==> config.mk <==
export PLATFORM = sky130hd
export DESIGN_NAME = ascon_aead128_engine_flat
export DESIGN_NICKNAME = d
export VERILOG_FILES = /design/src/hw/rtl/ascon_pkg.sv /design/src/hw/rtl/ascon_if.sv /design/src/hw/rtl/ascon_round.sv /design/src/hw/rtl/ascon_aead128_engine.sv /design/src/flat_wrapper.sv
export VERILOG_INCLUDE_DIRS = /design/src /design/src/hw/rtl
export SDC_FILE = /design/constraint.sdc
export NUM_CORES = 2
export LEC_CHECK = 0
export ABC_AREA = 1
export BUFFER_PORTS_ARGS = -buffer_cell sky130_fd_sc_hd__buf_2
export CAP_MARGIN = 20
export CORE_MARGIN = 2
export CORE_UTILIZATION = 35
export DETAILED_ROUTE_END_ITERATION = 6
export PLACE_DENSITY = 0.5
export SLEW_MARGIN = 10
export SYNTH_ARGS = -nofsm -noshare
export SYNTH_HDL_FRONTEND = slang
export SYNTH_SLANG_ARGS = --single-unit
==> constraint.sdc <==
create_clock -name clk_i -period 28.1 [get_ports clk_i]
set_input_delay 2.81 -clock clk_i [delete_from_list [all_inputs] [get_ports clk_i]]
set_output_delay 2.81 -clock clk_i [all_outputs]
set_load 0.05 [all_outputs]
==> src/hw/rtl/ascon_aead128_engine_defines.svh <==
// ----------------------------------------------------------------------------
// ascon engine assertion macros
// shared concurrent assertion wrappers, clocked on clk_i, off during reset
// ----------------------------------------------------------------------------
`ifndef ASCON_AEAD128_ENGINE_DEFINES_SVH
`define ASCON_AEAD128_ENGINE_DEFINES_SVH

// property that holds at every clock edge out of reset
`define ASCON_ASSERT(lbl, prop, msg) \
  lbl: assert property (@(posedge clk_i) disable iff (!rst_ni) (prop)) else $error(msg);

// same-cycle implication
`define ASCON_ASSERT_IMP(lbl, ante, cons, msg) \
  lbl: assert property (@(posedge clk_i) disable iff (!rst_ni) (ante) |-> (cons)) \
    else $error(msg);

// next-cycle implication
`define ASCON_ASSERT_NXT(lbl, ante, cons, msg) \
  lbl: assert property (@(posedge clk_i) disable iff (!rst_ni) (ante) |=> (cons)) \
    else $error(msg);

`endif

==> src/hw/rtl/ascon_pkg.sv <==
// ----------------------------------------------------------------------------
// ascon package
// shared types, codes and helpers for the ascon-aead128 engine
// ----------------------------------------------------------------------------
package ascon_pkg;

  typedef logic [63:0]      lane_t;
  typedef logic [4:0][63:0] state_t;

  localparam lane_t       AeadIv    = 64'h0000_1000_808c_0001;
  localparam lane_t       DomainSep = 64'h8000_0000_0000_0000;
  localparam logic [4:0]  BlockBytes = 5'd16;
  localparam logic [3:0]  LastRound = 4'd11;
  localparam logic [3:0]  P8Start   = 4'd4;
  localparam logic [3:0]  P12Start  = 4'd0;

  typedef enum logic [1:0] {
    OP_INIT  = 2'd0,
    OP_AD    = 2'd1,
    OP_MSG   = 2'd2,
    OP_FINAL = 2'd3
  } op_e;

  typedef enum logic [1:0] {
    STAT_OK     = 2'd0,
    STAT_BADTAG = 2'd1,
    STAT_ORDER  = 2'd2
  } status_e;

  typedef enum logic [2:0] {
    PH_IDLE  = 3'd0,
    PH_READY = 3'd1,
    PH_AD    = 3'd2,
    PH_MSG   = 3'd3,
    PH_DONE  = 3'd4
  } phase_e;

  typedef enum logic [1:0] {
    ST_IDLE = 2'd0,
    ST_PERM = 2'd1,
    ST_EMIT = 2'd2
  } fsm_e;

  typedef enum logic [2:0] {
    POST_INIT   = 3'd0,
    POST_AD     = 3'd1,
    POST_AD_PAD = 3'd2,
    POST_MSG    = 3'd3,
    POST_FINAL  = 3'd4
  } post_e;

  typedef enum logic [2:0] {
    CFG_KEY_LOW   = 3'd0,
    CFG_KEY_HIGH  = 3'd1,
    CFG_MASK_LOW  = 3'd2,
    CFG_MASK_HIGH = 3'd3,
    CFG_DECRYPT   = 3'd4,
    CFG_MASK_EN   = 3'd5
  } cfg_idx_e;

  // low n bytes set, n in 0..8
  function automatic lane_t byte_mask(input logic [3:0] n);
    lane_t m;
    if (n >= 4'd8) begin
      m = '1;
    end else begin
      m = (lane_t'(1) << {n[2:0], 3'b000}) - lane_t'(1);
    end
    return m;
  endfunction

endpackage

==> src/hw/rtl/ascon_if.sv <==
// ----------------------------------------------------------------------------
// ascon channel interfaces
// valid/ready request channels for input items and results
// ----------------------------------------------------------------------------
interface ascon_in_if;
  logic        valid;
  logic        ready;
  logic [1:0]  op;
  logic [63:0] data_low;
  logic [63:0] data_high;
  logic [4:0]  byte_count;
  logic        last_block;

  modport source (output valid, op, data_low, data_high, byte_count, last_block,
                  input ready);
  modport sink (input valid, op, data_low, data_high, byte_count, last_block,
                output ready);
endinterface

interface ascon_out_if;
  logic        valid;
  logic        ready;
  logic [63:0] out_low;
  logic [63:0] out_high;
  logic [4:0]  out_count;
  logic [1:0]  status;

  modport source (output valid, out_low, out_high, out_count, status, input ready);
  modport sink (input valid, out_low, out_high, out_count, status, output ready);
endinterface

==> src/hw/rtl/ascon_round.sv <==
// ----------------------------------------------------------------------------
// ascon round
// one round of the ascon permutation, round index selects the constant
// ----------------------------------------------------------------------------
module ascon_round
  import ascon_pkg::*;
(
  input  state_t     x_i,
  input  logic [3:0] rnd_i,
  output state_t     x_o
);

  function automatic lane_t rotr(input lane_t v, input int unsigned s);
    return (v >> s) | (v << (64 - s));
  endfunction

  always_comb begin
    lane_t a0, a1, a2, a3, a4;
    lane_t t0, t1, t2, t3, t4;
    logic [7:0] rc;
    rc = {4'hf - rnd_i, rnd_i};
    a0 = x_i[0];
    a1 = x_i[1];
    a2 = x_i[2] ^ {56'h0, rc};
    a3 = x_i[3];
    a4 = x_i[4];
    // substitution layer
    a0 = a0 ^ a4; a4 = a4 ^ a3; a2 = a2 ^ a1;
    t0 = ~a0 & a1; t1 = ~a1 & a2; t2 = ~a2 & a3;
    t3 = ~a3 & a4; t4 = ~a4 & a0;
    a0 = a0 ^ t1; a1 = a1 ^ t2; a2 = a2 ^ t3; a3 = a3 ^ t4; a4 = a4 ^ t0;
    a1 = a1 ^ a0; a0 = a0 ^ a4; a3 = a3 ^ a2; a2 = ~a2;
    // linear layer
    x_o[0] = a0 ^ rotr(a0, 19) ^ rotr(a0, 28);
    x_o[1] = a1 ^ rotr(a1, 61) ^ rotr(a1, 39);
    x_o[2] = a2 ^ rotr(a2, 1)  ^ rotr(a2, 6);
    x_o[3] = a3 ^ rotr(a3, 10) ^ rotr(a3, 17);
    x_o[4] = a4 ^ rotr(a4, 7)  ^ rotr(a4, 41);
  end

endmodule

==> src/hw/rtl/ascon_aead128_engine.sv <==
// flow: a request is taken in idle, its permutation rounds run on the round unit, and
//   the result is then posted; a full last ad block runs a second permutation for the
//   padded empty block, while partial payload blocks and rejected requests skip it
// throughput: one request at a time; the single shared round unit sets the pace
// reset: asynchronous active low, clears config, lanes, phase and output valid
// ----------------------------------------------------------------------------
// ascon-aead128 engine
// sequencer around one shared ascon round unit, 16-byte blocks per request
// ----------------------------------------------------------------------------
`include "ascon_aead128_engine_defines.svh"

module ascon_aead128_engine
  import ascon_pkg::*;
(
  input  logic        clk_i,
  input  logic        rst_ni,
  input  logic        cfg_we_i,
  input  logic [2:0]  cfg_idx_i,
  input  logic [63:0] cfg_wdata_i,
  ascon_in_if.sink    in_i,
  ascon_out_if.source out_o
);

  // configuration registers
  lane_t key_lo_q, key_hi_q, mask_lo_q, mask_hi_q;
  logic  decrypt_q, mask_en_q;

  always_ff @(posedge clk_i or negedge rst_ni) begin
    if (!rst_ni) begin
      key_lo_q  <= '0;
      key_hi_q  <= '0;
      mask_lo_q <= '0;
      mask_hi_q <= '0;
      decrypt_q <= 1'b0;
      mask_en_q <= 1'b0;
    end else if (cfg_we_i) begin
      case (cfg_idx_e'(cfg_idx_i))
        CFG_KEY_LOW:   key_lo_q  <= cfg_wdata_i;
        CFG_KEY_HIGH:  key_hi_q  <= cfg_wdata_i;
        CFG_MASK_LOW:  mask_lo_q <= cfg_wdata_i;
        CFG_MASK_HIGH: mask_hi_q <= cfg_wdata_i;
        CFG_DECRYPT:   decrypt_q <= cfg_wdata_i[0];
        CFG_MASK_EN:   mask_en_q <= cfg_wdata_i[0];
        default: ;
      endcase
    end
  end

  // engine state
  fsm_e       state_q, state_d;
  phase_e     phase_q, phase_d;
  post_e      post_q, post_d;
  logic [3:0] rnd_q, rnd_d;
  state_t     x_q, x_d, x_rnd;
  logic       last_q, last_d;
  lane_t      tag_lo_q, tag_lo_d, tag_hi_q, tag_hi_d;

  // pending result, then the output register
  lane_t      res_lo_q, res_lo_d, res_hi_q, res_hi_d;
  logic [4:0] res_cnt_q, res_cnt_d;
  status_e    res_st_q, res_st_d;
  logic       out_valid_q, out_valid_d;
  lane_t      out_lo_q, out_lo_d, out_hi_q, out_hi_d;
  logic [4:0] out_cnt_q, out_cnt_d;
  status_e    out_st_q, out_st_d;

  // the shared round unit
  ascon_round u_round (
    .x_i   (x_q),
    .rnd_i (rnd_q),
    .x_o   (x_rnd)
  );

  // request fields
  op_e        op;
  lane_t      dl, dh, ml, mh, pad_lo, pad_hi;
  logic [4:0] n;
  logic       last;

  assign op   = op_e'(in_i.op);
  assign dl   = in_i.data_low;
  assign dh   = in_i.data_high;
  assign n    = in_i.byte_count;
  assign last = in_i.last_block;
  assign ml   = byte_mask((n >= 5'd8) ? 4'd8 : n[3:0]);
  assign mh   = (n > 5'd8) ? byte_mask(4'(n - 5'd8)) : '0;
  // padding byte at rate position n, none for a full block
  assign pad_lo = (n < 5'd8) ? (lane_t'(1) << {n[2:0], 3'b000}) : '0;
  assign pad_hi = (n >= 5'd8 && n < BlockBytes) ? (lane_t'(1) << {n[2:0], 3'b000}) : '0;

  assign in_i.ready = (state_q == ST_IDLE);

  always_comb begin
    lane_t nl, nh, x0n, x1n, x4n;
    state_d     = state_q;
    phase_d     = phase_q;
    post_d      = post_q;
    rnd_d       = rnd_q;
    x_d         = x_q;
    last_d      = last_q;
    tag_lo_d    = tag_lo_q;
    tag_hi_d    = tag_hi_q;
    res_lo_d    = res_lo_q;
    res_hi_d    = res_hi_q;
    res_cnt_d   = res_cnt_q;
    res_st_d    = res_st_q;
    out_valid_d = out_valid_q && !out_o.ready;
    out_lo_d    = out_lo_q;
    out_hi_d    = out_hi_q;
    out_cnt_d   = out_cnt_q;
    out_st_d    = out_st_q;
    nl  = dl ^ (mask_en_q ? mask_lo_q : '0);
    nh  = dh ^ (mask_en_q ? mask_hi_q : '0);
    x4n = x_q[4] ^ ((phase_q == PH_READY) ? DomainSep : '0);
    x0n = decrypt_q ? ((x_q[0] & ~ml) | (dl & ml)) : (x_q[0] ^ (dl & ml));
    x1n = decrypt_q ? ((x_q[1] & ~mh) | (dh & mh)) : (x_q[1] ^ (dh & mh));

    case (state_q)
      ST_IDLE: begin
        if (in_i.valid) begin
          last_d    = last;
          tag_lo_d  = dl;
          tag_hi_d  = dh;
          res_lo_d  = '0;
          res_hi_d  = '0;
          res_cnt_d = '0;
          res_st_d  = STAT_OK;
          state_d   = ST_EMIT;
          if (n > BlockBytes) begin
            res_st_d = STAT_ORDER;
          end else begin
            case (op)
              OP_INIT: begin
                x_d     = {nh, nl, key_hi_q, key_lo_q, AeadIv};
                rnd_d   = P12Start;
                post_d  = POST_INIT;
                phase_d = PH_READY;
                state_d = ST_PERM;
              end
              OP_AD: begin
                if (!(phase_q == PH_READY || phase_q == PH_AD) ||
                    (!last && n != BlockBytes)) begin
                  res_st_d = STAT_ORDER;
                end else if (last && n == 5'd0 && phase_q == PH_READY) begin
                  // empty associated data: only domain separation
                  x_d[4]  = x_q[4] ^ DomainSep;
                  phase_d = PH_MSG;
                end else begin
                  x_d[0] = x_q[0] ^ (dl & ml) ^ pad_lo;
                  x_d[1] = x_q[1] ^ (dh & mh) ^ pad_hi;
                  rnd_d  = P8Start;
                  post_d = (n == BlockBytes && last) ? POST_AD_PAD : POST_AD;
                  phase_d = last ? PH_MSG : PH_AD;
                  state_d = ST_PERM;
                end
              end
              OP_MSG: begin
                if (!(phase_q == PH_READY || phase_q == PH_MSG) ||
                    (!last && n != BlockBytes)) begin
                  res_st_d = STAT_ORDER;
                end else begin
                  res_lo_d  = decrypt_q ? ((x_q[0] ^ dl) & ml) : (x0n & ml);
                  res_hi_d  = decrypt_q ? ((x_q[1] ^ dh) & mh) : (x1n & mh);
                  res_cnt_d = n;
                  x_d[4]    = x4n;
                  phase_d   = last ? PH_DONE : PH_MSG;
                  if (n == BlockBytes) begin
                    x_d[0]  = x0n;
                    x_d[1]  = x1n;
                    rnd_d   = P8Start;
                    post_d  = POST_MSG;
                    state_d = ST_PERM;
                  end else begin
                    x_d[0] = x0n ^ pad_lo;
                    x_d[1] = x1n ^ pad_hi;
                  end
                end
              end
              OP_FINAL: begin
                if (phase_q != PH_DONE) begin
                  res_st_d = STAT_ORDER;
                end else begin
                  x_d[2]  = x_q[2] ^ key_lo_q;
                  x_d[3]  = x_q[3] ^ key_hi_q;
                  rnd_d   = P12Start;
                  post_d  = POST_FINAL;
                  phase_d = PH_IDLE;
                  state_d = ST_PERM;
                end
              end
              default: ;
            endcase
          end
        end
      end

      ST_PERM: begin
        x_d   = x_rnd;
        rnd_d = rnd_q + 4'd1;
        if (rnd_q == LastRound) begin
          state_d = ST_EMIT;
          case (post_q)
            POST_INIT: begin
              x_d[3] = x_rnd[3] ^ key_lo_q;
              x_d[4] = x_rnd[4] ^ key_hi_q;
            end
            POST_AD: begin
              if (last_q) x_d[4] = x_rnd[4] ^ DomainSep;
            end
            POST_AD_PAD: begin
              // full last ad block: absorb an empty padded block
              x_d[0]  = x_rnd[0] ^ lane_t'(1);
              rnd_d   = P8Start;
              post_d  = POST_AD;
              state_d = ST_PERM;
            end
            POST_MSG: begin
              if (last_q) x_d[0] = x_rnd[0] ^ lane_t'(1);
            end
            POST_FINAL: begin
              x_d[3] = x_rnd[3] ^ key_lo_q;
              x_d[4] = x_rnd[4] ^ key_hi_q;
              if (decrypt_q) begin
                res_st_d = ((x_d[3] != tag_lo_q) || (x_d[4] != tag_hi_q)) ?
                           STAT_BADTAG : STAT_OK;
              end else begin
                res_lo_d  = x_d[3];
                res_hi_d  = x_d[4];
                res_cnt_d = BlockBytes;
              end
            end
            default: ;
          endcase
        end
      end

      ST_EMIT: begin
        // move the result into the output register once it is free
        if (!out_valid_q || out_o.ready) begin
          out_valid_d = 1'b1;
          out_lo_d    = res_lo_q;
          out_hi_d    = res_hi_q;
          out_cnt_d   = res_cnt_q;
          out_st_d    = res_st_q;
          state_d     = ST_IDLE;
        end
      end

      default: state_d = ST_IDLE;
    endcase
  end

  always_ff @(posedge clk_i or negedge rst_ni) begin
    if (!rst_ni) begin
      state_q     <= ST_IDLE;
      phase_q     <= PH_IDLE;
      post_q      <= POST_INIT;
      rnd_q       <= '0;
      x_q         <= '0;
      out_valid_q <= 1'b0;
    end else begin
      state_q     <= state_d;
      phase_q     <= phase_d;
      post_q      <= post_d;
      rnd_q       <= rnd_d;
      x_q         <= x_d;
      out_valid_q <= out_valid_d;
    end
  end

  // payload registers
  always_ff @(posedge clk_i) begin
    last_q    <= last_d;
    tag_lo_q  <= tag_lo_d;
    tag_hi_q  <= tag_hi_d;
    res_lo_q  <= res_lo_d;
    res_hi_q  <= res_hi_d;
    res_cnt_q <= res_cnt_d;
    res_st_q  <= res_st_d;
    out_lo_q  <= out_lo_d;
    out_hi_q  <= out_hi_d;
    out_cnt_q <= out_cnt_d;
    out_st_q  <= out_st_d;
  end

  assign out_o.valid     = out_valid_q;
  assign out_o.out_low   = out_lo_q;
  assign out_o.out_high  = out_hi_q;
  assign out_o.out_count = out_cnt_q;
  assign out_o.status    = out_st_q;

  `ASCON_ASSERT_NXT(a_accept_leaves_idle, in_i.valid && in_i.ready, state_q != ST_IDLE, "accepted request did not start work")
  `ASCON_ASSERT_IMP(a_round_in_range, state_q == ST_PERM, rnd_q <= LastRound, "round index past last round")
  `ASCON_ASSERT_IMP(a_result_from_emit, $rose(out_valid_q), $past(state_q) == ST_EMIT, "result posted outside emit")
  `ASCON_ASSERT_IMP(a_badtag_no_data, out_valid_q && out_st_q == STAT_BADTAG, out_cnt_q == 5'd0 && out_lo_q == '0, "tag mismatch carries data")

endmodule
==> src/flat_wrapper.sv <==
// flat-port wrapper written by rule: the top's interface ports become plain ports
module ascon_aead128_engine_flat import ascon_pkg::*;
  (clk_i, rst_ni, cfg_we_i, cfg_idx_i, cfg_wdata_i, in_i_valid, in_i_op, in_i_data_low, in_i_data_high, in_i_byte_count, in_i_last_block, in_i_ready, out_o_valid, out_o_out_low, out_o_out_high, out_o_out_count, out_o_status, out_o_ready);
  ascon_in_if in_i_i ();
  ascon_out_if out_o_i ();
  input  logic clk_i;
  input  logic rst_ni;
  input  logic cfg_we_i;
  input  logic [2:0] cfg_idx_i;
  input  logic [63:0] cfg_wdata_i;
  input wire logic [$bits(in_i_i.valid)-1:0] in_i_valid;
  input wire logic [$bits(in_i_i.op)-1:0] in_i_op;
  input wire logic [$bits(in_i_i.data_low)-1:0] in_i_data_low;
  input wire logic [$bits(in_i_i.data_high)-1:0] in_i_data_high;
  input wire logic [$bits(in_i_i.byte_count)-1:0] in_i_byte_count;
  input wire logic [$bits(in_i_i.last_block)-1:0] in_i_last_block;
  output wire logic [$bits(in_i_i.ready)-1:0] in_i_ready;
  output wire logic [$bits(out_o_i.valid)-1:0] out_o_valid;
  output wire logic [$bits(out_o_i.out_low)-1:0] out_o_out_low;
  output wire logic [$bits(out_o_i.out_high)-1:0] out_o_out_high;
  output wire logic [$bits(out_o_i.out_count)-1:0] out_o_out_count;
  output wire logic [$bits(out_o_i.status)-1:0] out_o_status;
  input wire logic [$bits(out_o_i.ready)-1:0] out_o_ready;
  assign in_i_i.valid = in_i_valid;
  assign in_i_i.op = in_i_op;
  assign in_i_i.data_low = in_i_data_low;
  assign in_i_i.data_high = in_i_data_high;
  assign in_i_i.byte_count = in_i_byte_count;
  assign in_i_i.last_block = in_i_last_block;
  assign in_i_ready = in_i_i.ready;
  assign out_o_valid = out_o_i.valid;
  assign out_o_out_low = out_o_i.out_low;
  assign out_o_out_high = out_o_i.out_high;
  assign out_o_out_count = out_o_i.out_count;
  assign out_o_status = out_o_i.status;
  assign out_o_i.ready = out_o_ready;
  ascon_aead128_engine u_core (.clk_i(clk_i), .rst_ni(rst_ni), .cfg_we_i(cfg_we_i), .cfg_idx_i(cfg_idx_i), .cfg_wdata_i(cfg_wdata_i), .in_i(in_i_i), .out_o(out_o_i));
endmodule
# Word-level counts from Yosys, hierarchy flattened
# Index checks and enable logic that the tools add are counted.
# op_classes
reduce_logical	42
n_mux	113
bitwise	74
shifts	3
n_lt_le_gt_ge	7
eq_ne	44
div_mod_pow	0
addsub	5
multipliers	0
# op_table
cell	count
bitwise XOR 64 bit	36
2-to-1 mux 64 bit	31
bitwise AND 64 bit	13
2-to-1 mux 128 bit	6
2-to-1 mux 320 bit	2
case mux 320 bit (2 select lines)	1
inverter 64 bit	8
case mux 128 bit (3 select lines)	1
case mux 64 bit (2 select lines)	3
case mux 128 bit (2 select lines)	1
case mux 64 bit (3 select lines)	1
<< shifter 1 x 6 -> 64 bit, first input constant	3
inequality test 64 bit	2
bitwise OR 64 bit	2
subtractor 64 x 1 -> 64 bit, second input constant	2
bitwise OR 23 x 64 -> 64 bit	1
bitwise OR 25 x 64 -> 64 bit	1
bitwise OR 3 x 64 -> 64 bit	1
bitwise OR 36 x 64 -> 64 bit	1
bitwise OR 45 x 64 -> 64 bit	1
bitwise OR 47 x 64 -> 64 bit	1
bitwise OR 54 x 64 -> 64 bit	1
bitwise OR 57 x 64 -> 64 bit	1
bitwise OR 58 x 64 -> 64 bit	1
55 further kinds	167
# word_totals
output_inout_bits	137
regBits	990
ramBits	0
rom_bits	0
latchBits	0
elab_cells	316
memories	0
inputBits	208

# Depth between registers and ports, before layout
# logic_depth
word_depth	16
depth_mapped	26
depth_no_buf	25

# By module
# From an unflattened synthesis, not the netlist that was laid out.
# unflattened
hier_cells	9950
area_unflattened_um2	72605.9
# modules_own_cells
module	area_each_um2	cells_each	seq_area_each_um2	instances
ascon_aead128_engine	52036.2	5814	26770.7	1
ascon_round	20569.7	4136	0.0	1

# Worst setup path before layout
# OpenSTA, ideal clock, no wires.
# synth_timing
path_kind	in2reg
start	in in_i_valid
end	reg u_core.res_cnt_q[0], enable pin
t_required_ns	27.278
stages	4
setup_slack_ns	14.581
setup_ns	0.822
n_path_buf	0
arrival_time_ns	12.697
cell_sequence	nor2_1 inv_1 nand2_1 a211oi_1
# synth_between
elab_chain_len	2
# synth_lines
item	line_no	rtl
from (decl)	flat_wrapper.sv:11	input wire logic [$bits(in_i_i.valid)-1:0] in_i_valid;
inequality test 2 bit (no source line)	-	
AND reduction 5 bit (no source line)	-	
to (signal assigned)	ascon_aead128_engine.sv:278	res_cnt_q <= res_cnt_d;
to (decl)	ascon_aead128_engine.sv:60	logic [4:0] res_cnt_q, res_cnt_d;
# No other way between the ends.
# A chain may end at the register's enable or synchronous reset.

# Worst setup path in the final report
# layout_timing
start	in in_i_op[0]
end	reg u_core.res_hi_q[41] (data pin)
# layout_between
elab_chain_len	5
# layout_lines
item	line_no	rtl
from (decl)	flat_wrapper.sv:12	input wire logic [$bits(in_i_i.op)-1:0] in_i_op;
equality test 2 bit	ascon_aead128_engine.sv:132	case (op)
2-to-1 mux 64 bit	ascon_aead128_engine.sv:132	
2-to-1 mux 64 bit	ascon_aead128_engine.sv:129	if (n > BlockBytes) begin
2-to-1 mux 64 bit	ascon_aead128_engine.sv:120	if (in_i.valid) begin
case mux 64 bit (2 select lines)	ascon_aead128_engine.sv:118	case (state_q)
net u_core.res_hi_d[41]	ascon_aead128_engine.sv:59	lane_t res_lo_q, res_lo_d, res_hi_q, res_hi_d;
to (signal assigned)	ascon_aead128_engine.sv:277	res_hi_q <= res_hi_d;
to (decl)	ascon_aead128_engine.sv:59	
# The timed path passes the listed nets, and every way through them passes these cells. The select of a mux whose other input is x is not followed.

==> summary.txt <==
Die
  • Placeable Area: 204,000 um^2
  • I/O Pins: 345
  • Area of the die: 208,000 um^2
  • Die W: 456 um
  • Die H: 456 um
  • Row count: 166
  • Initial core utilization: 0.351

Run
  • Max_cap viols: 0

Synth
  • Yosys top cell area share: 0.206
  • Synth area leader: dfrtp_1
  • Mean Syn Cell Area: 7.15 um^2
  • Yosys cell types: 54
  • Yosys warns: 0
  • Synth Cell Area: 71,600 um^2
  • Post-synth EDFFs: 399
  • Synthesized flop and latch total: 990
  • Synth top area cells: dfrtp_1, nand2_1, edfxtp_1
  • Synthesized Nets: 10,367
  • Mapped Cells: 10,023
  • Post-synthesis sequential area ratio: 0.374
  • Async S/R FF share, synth: 0.597
  • Main synth FF type: dfrtp_1

Clock network
  • CTS tree: yes
  • Post-CTS Setup Inserts: 0
  • Worst-Skew Late Latency: 0.83 ns
  • # hold bufs at CTS: 0
  • Post-CTS sizing: 0
  • Root Buffer: clkbuf_16
  • Inserted Clock Buffers: 121
  • TritonCTS Sinks: 990
  • Worst-path clk slew: 0.06 ns
  • Max H-tree Level: 3
  • Clock Path Buffers: 3

Routing
  • Post-DRT Antenna Nets: 0
  • Via density: 5.86
  • Wire length on met2: 188 mm
  • Max Used Layer: met5
  • DR pass1 iterations: 7
  • Routed wl met3: 41.6 mm
  • Vias: 76,615
  • Initial DRC Count: 10,906
  • DRC: 10
  • Final wirelength: 442 mm
  • Met1 WL: 184 mm
  • WL/cell: 33.8 um

Worst setup path
  • CP Launch Point: in_i_op[0]
  • RR Endpoint: u_core.res_st_q[0]
  • Reg2reg path depth: 22
  • Endpoint type of the worst setup path: flop
  • Worst path top cell family by delay: buffers and inverters
  • Crit-path max FO: 36
  • Crit path top cell by count: nand2_1
  • Internal reg-to-reg setup slack: 21.94 ns
  • Critical Path AT: 7.21 ns
  • Worst endpoint required time: 28.73 ns
  • Worst path max stage delay: 0.87 ns
  • Worst Path Buf+Inv: 4
  • Crit-path cells: buf_2 -> inv_1 -> ha_2 -> nand2_1 -> nor2_1 -> nand2_1 -> inv_4 -> buf_4 -> nand2_1 -> o22ai_1
  • Crit path launch type: primary input
  • Kind of critical path: primary input to flop
  • CP max-delay cell: ha_2
  • Worst R2R Start: u_core.rnd_q[1]

Placement
  • Hpwl dp: 349 mm
  • Port Buffers: 344
  • Final GP Congestion: 1.06

STA
  • Worst slew margin: 0.124
  • Final Hold Violating Endpoints: 0
  • Worst-Margin Slew: 1.31 ns
  • Fin crit share: 0.234
  • Final Critical Period: 6.58 ns
  • Slew Limit Fails: 0
  • Final setup TNS: 0 ns
  • # setup viols final: 0
  • Fmax: 152 MHz
  • Setup Skew: 0.0568 ns
  • RSZ-0062 raised after global routing: no

Worst hold path
  • Worst hold path stage count: 0
  • Worst Hold End: u_core.out_o.out_high[6]
  • Min-delay src: u_core.res_hi_q[6]
  • Class of the most critical hold timing path: flop to flop

Layout
  • Share of cells above drive strength 1: 0.0775
  • Leading cell type in the layout, fill and taps excluded: nand2_1
  • Most frequent cells in the layout: nand2_1, inv_1, o21ai_0, nand3_1, dfrtp_1
  • Nets: 10,615
  • Layout area overhead: 13.2%

GRT
  • Total gr overflow: 0
  • Vias in the first global route: 67,927
  • GRT Overall Usage: 0.411
  • First-pass GRT wire length: 589 mm
  • Largest net degree at the start of global routing: 114
  • Initial antenna violation count: 52

Status
  • Outcome: finished, violations left
  • Failing checks: design-rule violations
## synth_stat cells, drive strengths merged, types with 7 or more instances
library cell  number
xnor2            320
nand3            757
a22oi            139
o211ai            85
nor2             443
o2111ai           14
o32ai             13
o22ai            104
a21oi            387
a221oi            65
ha               136
nand4             11
a211oi             7
nand2           3576
inv              899
nand3b            96
o21ai            779
a32o              20
o221ai            37
a31oi            179
clkbuf           294
o21bai            22
a311oi            15
or2               16
buf               91
dfrtp            591
xor2             495
nor3              22
edfxtp           399
## through the flow
step | cell area, um^2 | instances | hold WS, ns | setup slack (ns) | utilization
floorplan | 71600 | 10023 | 0.400 | 14.58 | -
global placement | 76700 | 12825 | 0.402 | 21.08 | 0.376
detailed placement | 76700 | 12832 | 0.405 | 20.97 | 0.376
CTS | 81000 | 13058 | 0.419 | 21.68 | 0.397
global route | 81000 | 13066 | 0.422 | 21.45 | 0.397
finish | 81100 | 13082 | 0.417 | 21.52 | 0.397
## kinds of logic (layout without fill, tap and decap cells)
group,after synthesis,count (layout),share of synthesized area
buffers and inverters,1286,1637,0.0694
xor gates and xnor gates,816,816,0.100
other,0,20,0
and+or+nand+nor,4923,4923,0.279
DFF,990,990,0.374
adders and majority gates,136,136,0.0238
AOI/OAI and AO/OA,1872,1872,0.154
## sequential cells by signal (all words and copies together), names as in the netlist, 4 cells and up
signal and count:
u_core.x_q 320, u_core.key_hi_q 64, u_core.key_lo_q 64, u_core.mask_hi_q 64
u_core.mask_lo_q 64, u_core.out_o.out_high 64, u_core.out_o.out_low 64, u_core.res_hi_q 64
u_core.res_lo_q 64, u_core.tag_hi_q 64, u_core.tag_lo_q 64, u_core.out_o.out_count 5
u_core.res_cnt_q 5, u_core.rnd_q 4
## worst max path at each step
stage / end / slack [ns] / cells after the start
6_report: u_core.res_hi_q[41] / 21.52 / 10
5_1_grt: u_core.x_q[43] / 21.45 / 15
4_1_cts: u_core.res_st_q[0] / 21.68 / 20
3_5_place_dp: u_core.x_q[43] / 20.97 / 15
3_3_place_gp: u_core.res_hi_q[43] / 21.08 / 10
2_1_floorplan: u_core.res_cnt_q[0] / 14.58 / 4
## worst register-to-register path, cell delays in order (launching register included)
cell	delay [ns]
dfrtp_1	0.54
xor2_1	0.47
ha_1	0.34
inv_1	0.06
nand2_1	0.05
nand2_1	0.29
nand3_1	0.13
nand2_1	0.42
inv_1	0.36
nand2_1	0.16
nand3_1	0.24
nand2_1	0.20
nand2_1	0.08
nand3_1	0.07
nand2_1	0.09
nor2_1	0.16
nand2_1	0.15
nor2_1	0.25
nand2_1	0.24
nor2_1	0.61
nand2_1	0.11
nor2_1	0.58
nor2_1	0.24
## final cells by class
class	instances	area [um^2]
timing repair buffer	510	3040
tap	2688	3360
inverter	901	3410
clock buffer	157	3310
multi-input combinational	7747	40200
fill	21157	123000
antenna	20	50.0
clock inverter	69	942
sequential	990	26800
## routing by layer
metal / global-route usage / vias to the layer above
met1: 0.553 / 37615
met4: 0.224 / 14
met3: 0.0860 / 815
li1: - / 33822
met2: 0.615 / 4349
met5: 0 / -
Power is not shown: default switching activity piles up to over one toggle a cycle in this logic, so the estimate is an artifact.
